### src/sv/b64lw_pkg.sv
// Shared types, constants and the alphabet mapping for the line-wrapped base64 encoder.
// No dependencies; imported by every module of the block.
`default_nettype none

package b64lw_pkg;

	// character codes
	localparam logic [6:0] CHAR_PAD = 7'd61;
	localparam logic [6:0] CHAR_CR  = 7'd13;
	localparam logic [6:0] CHAR_LF  = 7'd10;

	// groups per line after reset
	localparam logic [7:0] GPL_RESET = 8'd18;

	// character slots within one job
	localparam logic [2:0] SLOT_FIRST = 3'd0;
	localparam logic [2:0] SLOT_G3    = 3'd3;
	localparam logic [2:0] SLOT_CR    = 3'd4;
	localparam logic [2:0] SLOT_LF    = 3'd5;

	// one job: a four-character group, an optional CR LF, end-of-message mark
	typedef struct packed {
		logic [3:0][6:0] chars;
		logic            newline;
		logic            msg_last;
	} job_t;

	// six-bit value to standard alphabet character
	function automatic logic [6:0] b64_char(input logic [5:0] v);
		logic [6:0] w;
		w = {1'b0, v};
		if (v < 6'd26) begin
			b64_char = w + 7'd65;
		end else if (v < 6'd52) begin
			b64_char = w + 7'd71;
		end else if (v < 6'd62) begin
			b64_char = w - 7'd4;
		end else if (v == 6'd62) begin
			b64_char = 7'd43;
		end else begin
			b64_char = 7'd47;
		end
	endfunction

endpackage

`default_nettype wire

### src/sv/b64lw_front.sv
// Front end: accepts bytes, keeps pending bytes and line count, builds jobs.
// Depends on b64lw_pkg.
`default_nettype none

module b64lw_front
	import b64lw_pkg::*;
(
	input  wire logic       clk,
	input  wire logic       arst_n,
	input  wire logic       cfg_write,
	input  wire logic [7:0] cfg_data,
	input  wire logic       in_valid,
	output logic            in_stall,
	input  wire logic [7:0] data_byte,
	input  wire logic       message_last,
	input  wire logic       q_full,
	output logic            push,
	output job_t            push_job
);

	logic [7:0]  gpl_q;
	logic [15:0] pend_q;
	logic [1:0]  cnt_q;
	logic [7:0]  gil_q;

	logic        accept;
	logic        full_grp;
	logic        emit;
	logic [7:0]  limit;
	logic [7:0]  b0, b1, b2;
	logic [7:0]  gil_inc;
	logic [7:0]  gil_after;
	logic        wrap_nl;
	logic        two_bytes;

	assign in_stall = q_full;
	assign accept   = in_valid && !in_stall;

	// group classification
	always_comb begin
		limit     = (gpl_q == 8'd0) ? 8'd1 : gpl_q;
		full_grp  = (cnt_q == 2'd2);
		emit      = full_grp || message_last;
		two_bytes = (cnt_q == 2'd1);
		if (full_grp) begin
			b0 = pend_q[15:8];
			b1 = pend_q[7:0];
			b2 = data_byte;
		end else if (two_bytes) begin
			b0 = pend_q[15:8];
			b1 = data_byte;
			b2 = 8'd0;
		end else begin
			b0 = data_byte;
			b1 = 8'd0;
			b2 = 8'd0;
		end
		gil_inc   = gil_q + 8'd1;
		wrap_nl   = full_grp && (gil_inc >= limit);
		gil_after = wrap_nl ? 8'd0 : gil_inc;
	end

	// job payload
	always_comb begin
		push_job.chars[0] = b64_char(b0[7:2]);
		push_job.chars[1] = b64_char({b0[1:0], b1[7:4]});
		push_job.chars[2] = (full_grp || two_bytes) ? b64_char({b1[3:0], b2[7:6]}) : CHAR_PAD;
		push_job.chars[3] = full_grp ? b64_char(b2[5:0]) : CHAR_PAD;
		push_job.newline  = wrap_nl || (message_last && (gil_after != 8'd0));
		push_job.msg_last = message_last;
		push              = accept && emit;
	end

	// line length register
	always_ff @(posedge clk or negedge arst_n) begin
		if (!arst_n) begin
			gpl_q <= GPL_RESET;
		end else if (cfg_write) begin
			gpl_q <= cfg_data;
		end
	end

	// pending bytes and line position
	always_ff @(posedge clk or negedge arst_n) begin
		if (!arst_n) begin
			pend_q <= 16'd0;
			cnt_q  <= 2'd0;
			gil_q  <= 8'd0;
		end else if (accept) begin
			if (message_last) begin
				pend_q <= 16'd0;
				cnt_q  <= 2'd0;
				gil_q  <= 8'd0;
			end else if (full_grp) begin
				pend_q <= 16'd0;
				cnt_q  <= 2'd0;
				gil_q  <= gil_after;
			end else begin
				if (cnt_q == 2'd0) begin
					pend_q <= {data_byte, 8'd0};
				end else begin
					pend_q <= {pend_q[15:8], data_byte};
				end
				cnt_q <= cnt_q + 2'd1;
			end
		end
	end

endmodule

`default_nettype wire

### src/sv/b64lw_queue.sv
// Small job queue between front and back end, built from registers.
// Depends on b64lw_pkg for the job type.
`default_nettype none

module b64lw_queue
	import b64lw_pkg::*;
#(
	parameter int unsigned DEPTH = 2
)(
	input  wire logic clk,
	input  wire logic arst_n,
	input  wire logic push,
	input  job_t      push_job,
	output logic      full,
	input  wire logic pop,
	output logic      head_valid,
	output job_t      head_job
);

	localparam int unsigned PTR_W = (DEPTH > 1) ? $clog2(DEPTH) : 1;
	localparam int unsigned CNT_W = $clog2(DEPTH + 1);

	job_t             slots_q [DEPTH];
	logic [PTR_W-1:0] wr_ptr_q;
	logic [PTR_W-1:0] rd_ptr_q;
	logic [CNT_W-1:0] count_q;

	assign full       = (count_q == CNT_W'(DEPTH));
	assign head_valid = (count_q != '0);
	assign head_job   = slots_q[rd_ptr_q];

	// storage
	always_ff @(posedge clk) begin
		if (push) begin
			slots_q[wr_ptr_q] <= push_job;
		end
	end

	// pointers and fill level
	always_ff @(posedge clk or negedge arst_n) begin
		if (!arst_n) begin
			wr_ptr_q <= '0;
			rd_ptr_q <= '0;
			count_q  <= '0;
		end else begin
			if (push) begin
				wr_ptr_q <= (wr_ptr_q == PTR_W'(DEPTH - 1)) ? '0 : wr_ptr_q + PTR_W'(1);
			end
			if (pop) begin
				rd_ptr_q <= (rd_ptr_q == PTR_W'(DEPTH - 1)) ? '0 : rd_ptr_q + PTR_W'(1);
			end
			if (push && !pop) begin
				count_q <= count_q + CNT_W'(1);
			end else if (pop && !push) begin
				count_q <= count_q - CNT_W'(1);
			end
		end
	end

endmodule

`default_nettype wire

### src/sv/b64lw_back.sv
// Back end: walks each job one character per cycle into the output register while not stalled.
// Depends on b64lw_pkg.
`default_nettype none

module b64lw_back
	import b64lw_pkg::*;
(
	input  wire logic       clk,
	input  wire logic       arst_n,
	input  wire logic       head_valid,
	input  job_t            head_job,
	output logic            pop,
	output logic            out_valid,
	input  wire logic       out_stall,
	output logic [6:0]      out_char,
	output logic            run_last,
	output logic            message_end
);

	logic       out_valid_q;
	logic [6:0] out_char_q;
	logic       run_last_q;
	logic       message_end_q;
	logic [2:0] slot_q;

	logic       load;
	logic       final_char;
	logic [6:0] sel_char;

	assign out_valid   = out_valid_q;
	assign out_char    = out_char_q;
	assign run_last    = run_last_q;
	assign message_end = message_end_q;

	// character select for the current slot
	always_comb begin
		case (slot_q)
			SLOT_CR: sel_char = CHAR_CR;
			SLOT_LF: sel_char = CHAR_LF;
			default: sel_char = head_job.chars[slot_q[1:0]];
		endcase
		final_char = ((slot_q == SLOT_G3) && !head_job.newline) || (slot_q == SLOT_LF);
		load       = head_valid && (!out_valid_q || !out_stall);
		pop        = load && final_char;
	end

	// output payload
	always_ff @(posedge clk) begin
		if (load) begin
			out_char_q    <= sel_char;
			run_last_q    <= final_char;
			message_end_q <= final_char && head_job.msg_last;
		end
	end

	// output valid and slot counter
	always_ff @(posedge clk or negedge arst_n) begin
		if (!arst_n) begin
			out_valid_q <= 1'b0;
			slot_q      <= SLOT_FIRST;
		end else begin
			if (load) begin
				out_valid_q <= 1'b1;
				slot_q      <= final_char ? SLOT_FIRST : slot_q + 3'd1;
			end else if (!out_stall) begin
				out_valid_q <= 1'b0;
			end
		end
	end

endmodule

`default_nettype wire

### src/sv/base64_line_wrapped_encoder.sv
// Line-wrapped base64 encoder: byte input channel, character output channel.
//
// Input: one message byte per beat (data_byte, message_last) on in_valid/in_stall.
// Output: one ASCII character per beat (out_char, run_last, message_end) on
// out_valid/out_stall. Every third byte, or the byte marked last, yields a
// four-character group; CR LF follows a full line and closes each message.
// run_last marks the last character caused by one input byte, message_end
// the final character of a message.
// Path: a group's job enters the queue at the edge that accepts its byte, then
// its characters go to the output register, after any earlier jobs.
// Throughput: one character per cycle at the output register while the receiver
// does not stall; a group has four characters, six with a line break. The job
// queue (QUEUE_DEPTH groups) lets the front take bytes while the back end
// drains characters.
// Line length is set by cfg_write/cfg_data (groups per line, 0 acts as 1) and
// must be written while idle by the user; the block does not enforce it. Reset
// clears pending bytes, line position and queue and sets 18 groups per line.
// When the receiver stalls, the output beat holds; in_stall rises on a full queue.
// Depends on b64lw_pkg, b64lw_front, b64lw_queue, b64lw_back.
`default_nettype none

module base64_line_wrapped_encoder
	import b64lw_pkg::*;
#(
	parameter int unsigned QUEUE_DEPTH = 2
)(
	input  wire logic       clk,
	input  wire logic       arst_n,
	input  wire logic       cfg_write,
	input  wire logic [7:0] cfg_data,
	input  wire logic       in_valid,
	output logic            in_stall,
	input  wire logic [7:0] data_byte,
	input  wire logic       message_last,
	output logic            out_valid,
	input  wire logic       out_stall,
	output logic [6:0]      out_char,
	output logic            run_last,
	output logic            message_end
);

	logic push;
	job_t push_job;
	logic q_full;
	logic pop;
	logic head_valid;
	job_t head_job;

	// byte intake and group building
	b64lw_front u_front (
		.clk          (clk),
		.arst_n       (arst_n),
		.cfg_write    (cfg_write),
		.cfg_data     (cfg_data),
		.in_valid     (in_valid),
		.in_stall     (in_stall),
		.data_byte    (data_byte),
		.message_last (message_last),
		.q_full       (q_full),
		.push         (push),
		.push_job     (push_job)
	);

	// job queue
	b64lw_queue #(
		.DEPTH (QUEUE_DEPTH)
	) u_queue (
		.clk        (clk),
		.arst_n     (arst_n),
		.push       (push),
		.push_job   (push_job),
		.full       (q_full),
		.pop        (pop),
		.head_valid (head_valid),
		.head_job   (head_job)
	);

	// character output
	b64lw_back u_back (
		.clk         (clk),
		.arst_n      (arst_n),
		.head_valid  (head_valid),
		.head_job    (head_job),
		.pop         (pop),
		.out_valid   (out_valid),
		.out_stall   (out_stall),
		.out_char    (out_char),
		.run_last    (run_last),
		.message_end (message_end)
	);

endmodule

`default_nettype wire
### config.mk
export PLATFORM = sky130hd
export DESIGN_NAME = base64_line_wrapped_encoder
export DESIGN_NICKNAME = d
export VERILOG_FILES = /design/src/sv/b64lw_pkg.sv /design/src/sv/b64lw_front.sv /design/src/sv/b64lw_queue.sv /design/src/sv/b64lw_back.sv /design/src/sv/base64_line_wrapped_encoder.sv
export SDC_FILE = /design/constraint.sdc
export NUM_CORES = 1
export LEC_CHECK = 0
export BUFFER_PORTS_ARGS = -buffer_cell sky130_fd_sc_hd__buf_4
export CAP_MARGIN = 40
export CORE_MARGIN = 1
export CORE_UTILIZATION = 60
export CTS_CLUSTER_DIAMETER = 80
export CTS_CLUSTER_SIZE = 30
export DETAILED_ROUTE_END_ITERATION = 6
export PLACE_DENSITY_LB_ADDON = 0.1
export SYNTH_ARGS = -nofsm -noshare
export SYNTH_HDL_FRONTEND = slang
export SYNTH_SLANG_ARGS = --single-unit
### constraint.sdc
create_clock -name clk -period 4.4 [get_ports clk]
set_input_delay 0.66 -clock clk [delete_from_list [all_inputs] [get_ports clk]]
set_output_delay 0.66 -clock clk [all_outputs]
set_load 0.005 [all_outputs]
==> flow_summary.toml <==
[outcome]
status = "complete, no violations"

[timing]
hold_violations = 0
drv_slew = 0
fmax_mhz = 279.5
fin_skew_ns = 0.01473
tightest_slew_ns = 0.8185
fin_setup_tns_ns = 0
fin_crit_sh = 0.8130
rsz0062_at_grt = "no"
fin_ws_ns = 0.8227
finalCriticalPeriod_ns = 3.577
slew_headroom = 0.4498
setup_viol = 0

[power]
power_switching_share = 0.3892
power_density_nw_per_um2 = 618.6
seqPwrFrac = 0.397
leakagePower_nw = 2.970
p_clk_frac = 0.146
intPower_mw = 2.677
ir_drop_mv = 0.3532
switchingPower_mw = 1.706
pwr-share-comb = 0.457

[cells_and_area]
nets = 678
layout_common_cells = "nand2_1 (71), edfxtp_1 (69), ha_1 (42), dfrtp_1 (40), inv_1 (38)"
final_core_util = 0.6772
final_area_um2 = 7086
syn_to_final_growth_pct = 8.114
nFillCells = 797
diodes = 0
final_common_cell = "nand2_1"
multi_input_area_um2 = 3136
drive_gt1_frac = 0.1486
register_area_um2 = 3126

[logic_synthesis]
syn-cell-area_um2 = 6554
syn_avg_cell_area_um2 = 11.07
yosys_warnings = 0
yosys_most_used_dff = "edfxtp_1"
synth_fp_nets = 656
synth_edf_count = 69
ys_types = 73
ys_ff_latch = 111
syn_inst = 592
ys_async_sr_fraction = 0.3784
ys_seq_area_frac = 0.4769

[clock_network]
clock_latency_ns = 0.38
cts_hold_buffers = 0
cts.sinks = 111
path_clk_slew_ns = 0.10
cts_resized = 0
cts_tree = "done"
cts_root_buffer = "clkbuf_8"
post_cts_buffers = 0
htreeDepth = 3
cts.path.max_buffers = 2
cts_buffers = 9

[setup_path]
cp-start-kind = "flop"
crit_path_end_kind = "flop"
worstPathMaxFanout = 14
critPathMaxStageDelay_ns = 0.48
crit_type = "reg2reg"
rrSetupSlack_ns = 0.82
worstPathCellList = "inv_1, ha_1, nor2_4, mux2i_1, inv_1, ha_1, o211a_1, a311oi_2, o21ai_4, nand2_1, nand3_1, a211oi_1"
worstPathRequired_ns = 4.54
slowest_stage = "mux2i_1"
cp.arrival_ns = 3.72

[place]
hpwlAfterDp_um = 9765
dpl-instance-area_um2 = 6880
routabilityCongestion = 0.8344
post-place-ws_ns = 0.8924
portBuffers = 32

[routing]
drc = 0
post_drt_wl_per_cell_um = 17.62
drtIter0Drc = 306
firstDrtPassIters = 5
via_count = 4514
routed_wl_um = 13310
vias_per_cell = 5.979
route.antenna.remaining_nets = 0

[flow_run]
maxCapViolCount = 0

[die]
initial_core_util = 0.6264
design.core.area_um2 = 10460
ios = 33
design.die.area_um2 = 11350
die_y_um = 106.5
die_x_um = 106.5
placementRows = 37

[global_route]
grt_first_pass_wirelength_um = 21880
grt_max_degree = 49
antenna_found_initial = 0
globalRouteOverflowTotal = 0
grt_use_total = 0.2533
grt_pass1_vias = 4317

[min_path]
min_path_type = "in2async"
==> power by group through the flow <==
stage                     logic, mW  registers (mW)  clock network, mW
after floorplan                1.56            1.67                  0
after global placement         1.86            1.77                  0
after detailed placement       1.99            1.77                  0
after CTS                      2.00            1.74              0.644
after global routing           2.24            1.78              0.683
final                          2.00            1.74              0.639
==> state kept, by name, indices dropped and copies added (netlist names), 2 cells and up <==
name and flops:
u_back.out_char 7, u_back.slot_q 3, u_front.cnt_q 2, u_front.gil_q 8, u_front.gpl_q 8, u_front.pend_q 16
u_queue.count_q 2, u_queue.slots_q 60
==> worst paths after layout <==
path / start / endpoint / depth (start not counted)
worst min-delay path: arst_n / u_back.slot_q[1] / 1
worst min register to register: u_queue.count_q[1] / u_queue.count_q[1] / 1
worst max-delay path: u_front.cnt_q[1] / u_queue.slots_q[1][7] / 12
max in group asynchronous: arst_n / u_front.pend_q[13] / 1
worst max register to register: u_front.cnt_q[1] / u_queue.slots_q[1][7] / 12
min in group clk: out_stall / u_back.out_valid / 3
==> layout make-up <==
class,instances,area share
multi-input combinational,415,0.4425
sequential,111,0.4411
timing repair buffer,38,0.04273
tap,136,0.02402
inverter,39,0.02066
clock buffer,10,0.01801
clock inverter,6,0.01095
==> cell usage after synthesis (2+ instances only) <==
cell type | number | area [um^2]
o221ai_1 | 2 | 17.52
and2_0 | 2 | 12.51
buf_2 | 10 | 50.05
mux4_2 | 14 | 315.3
nor2b_1 | 5 | 31.28
o21a_1 | 2 | 15.01
nand3_1 | 19 | 95.09
a31oi_1 | 8 | 50.05
a21oi_1 | 22 | 110.1
dfrtp_1 | 40 | 1001
a211oi_1 | 5 | 37.54
mux2_2 | 7 | 78.83
buf_6 | 2 | 22.52
o211ai_1 | 4 | 30.03
o22ai_1 | 2 | 12.51
nand3b_1 | 7 | 52.55
edfxtp_1 | 69 | 2072
ha_1 | 42 | 525.5
clkbuf_1 | 12 | 45.04
dfstp_2 | 2 | 52.55
inv_1 | 38 | 142.6
xor2_1 | 10 | 87.58
and2_1 | 4 | 25.02
nor4_1 | 2 | 12.51
nand2b_1 | 8 | 50.05
mux2i_1 | 20 | 200.2
o21ai_0 | 34 | 170.2
nor2_1 | 30 | 112.6
a21oi_2 | 2 | 17.52
and3_1 | 5 | 31.28
xnor2_1 | 14 | 122.6
nand4b_1 | 2 | 17.52
nor3_1 | 2 | 10.01
o31ai_1 | 4 | 30.03
a22o_1 | 20 | 175.2
nor3b_1 | 2 | 15.01
o311ai_1 | 2 | 17.52
o21ai_1 | 4 | 20.02
a21o_1 | 6 | 45.04
nand2_1 | 71 | 266.5
o211a_1 | 2 | 20.02
a21boi_0 | 3 | 22.52
==> layer usage <==
layer	global-route usage	routed length, um	up-vias
met5	0	0	-
li1	-	-	2207
met4	0.08611	182	0
met1	0.3653	6500	2192
met3	0.03924	532	14
met2	0.3933	6090	101
==> per-stage QoR <==
step | total power, mW | hold WS (ns) | cells
final | 4.383 | 0.2507 | 755
after global routing | 4.696 | 0.2872 | 755
after CTS | 4.392 | 0.2623 | 755
after detailed placement | 3.756 | 0.4811 | 739
after global placement | 3.630 | 0.4716 | 737
after floorplan | 3.226 | 0.3644 | 592
==> logic make-up after synthesis <==
kind of cell / synth area share
and+or+nand+nor: 0.1243
AOI/OAI and AO/OA: 0.1470
xor gates and xnor gates: 0.03207
muxes: 0.09450
DFF: 0.4769
adders and majority gates: 0.08018
buffers and inverters: 0.04505
==> critical path, delay by kind of cell, from the launching register on <==
kind,cells,cell delay [ns]
simple gates,3,0.60
fa+ha+maj,2,0.62
mux,1,0.48
buf+inv,2,0.24
flops,1,0.38
compound gates,4,1.01
Note: power is estimated with default switching activity, not from simulation.
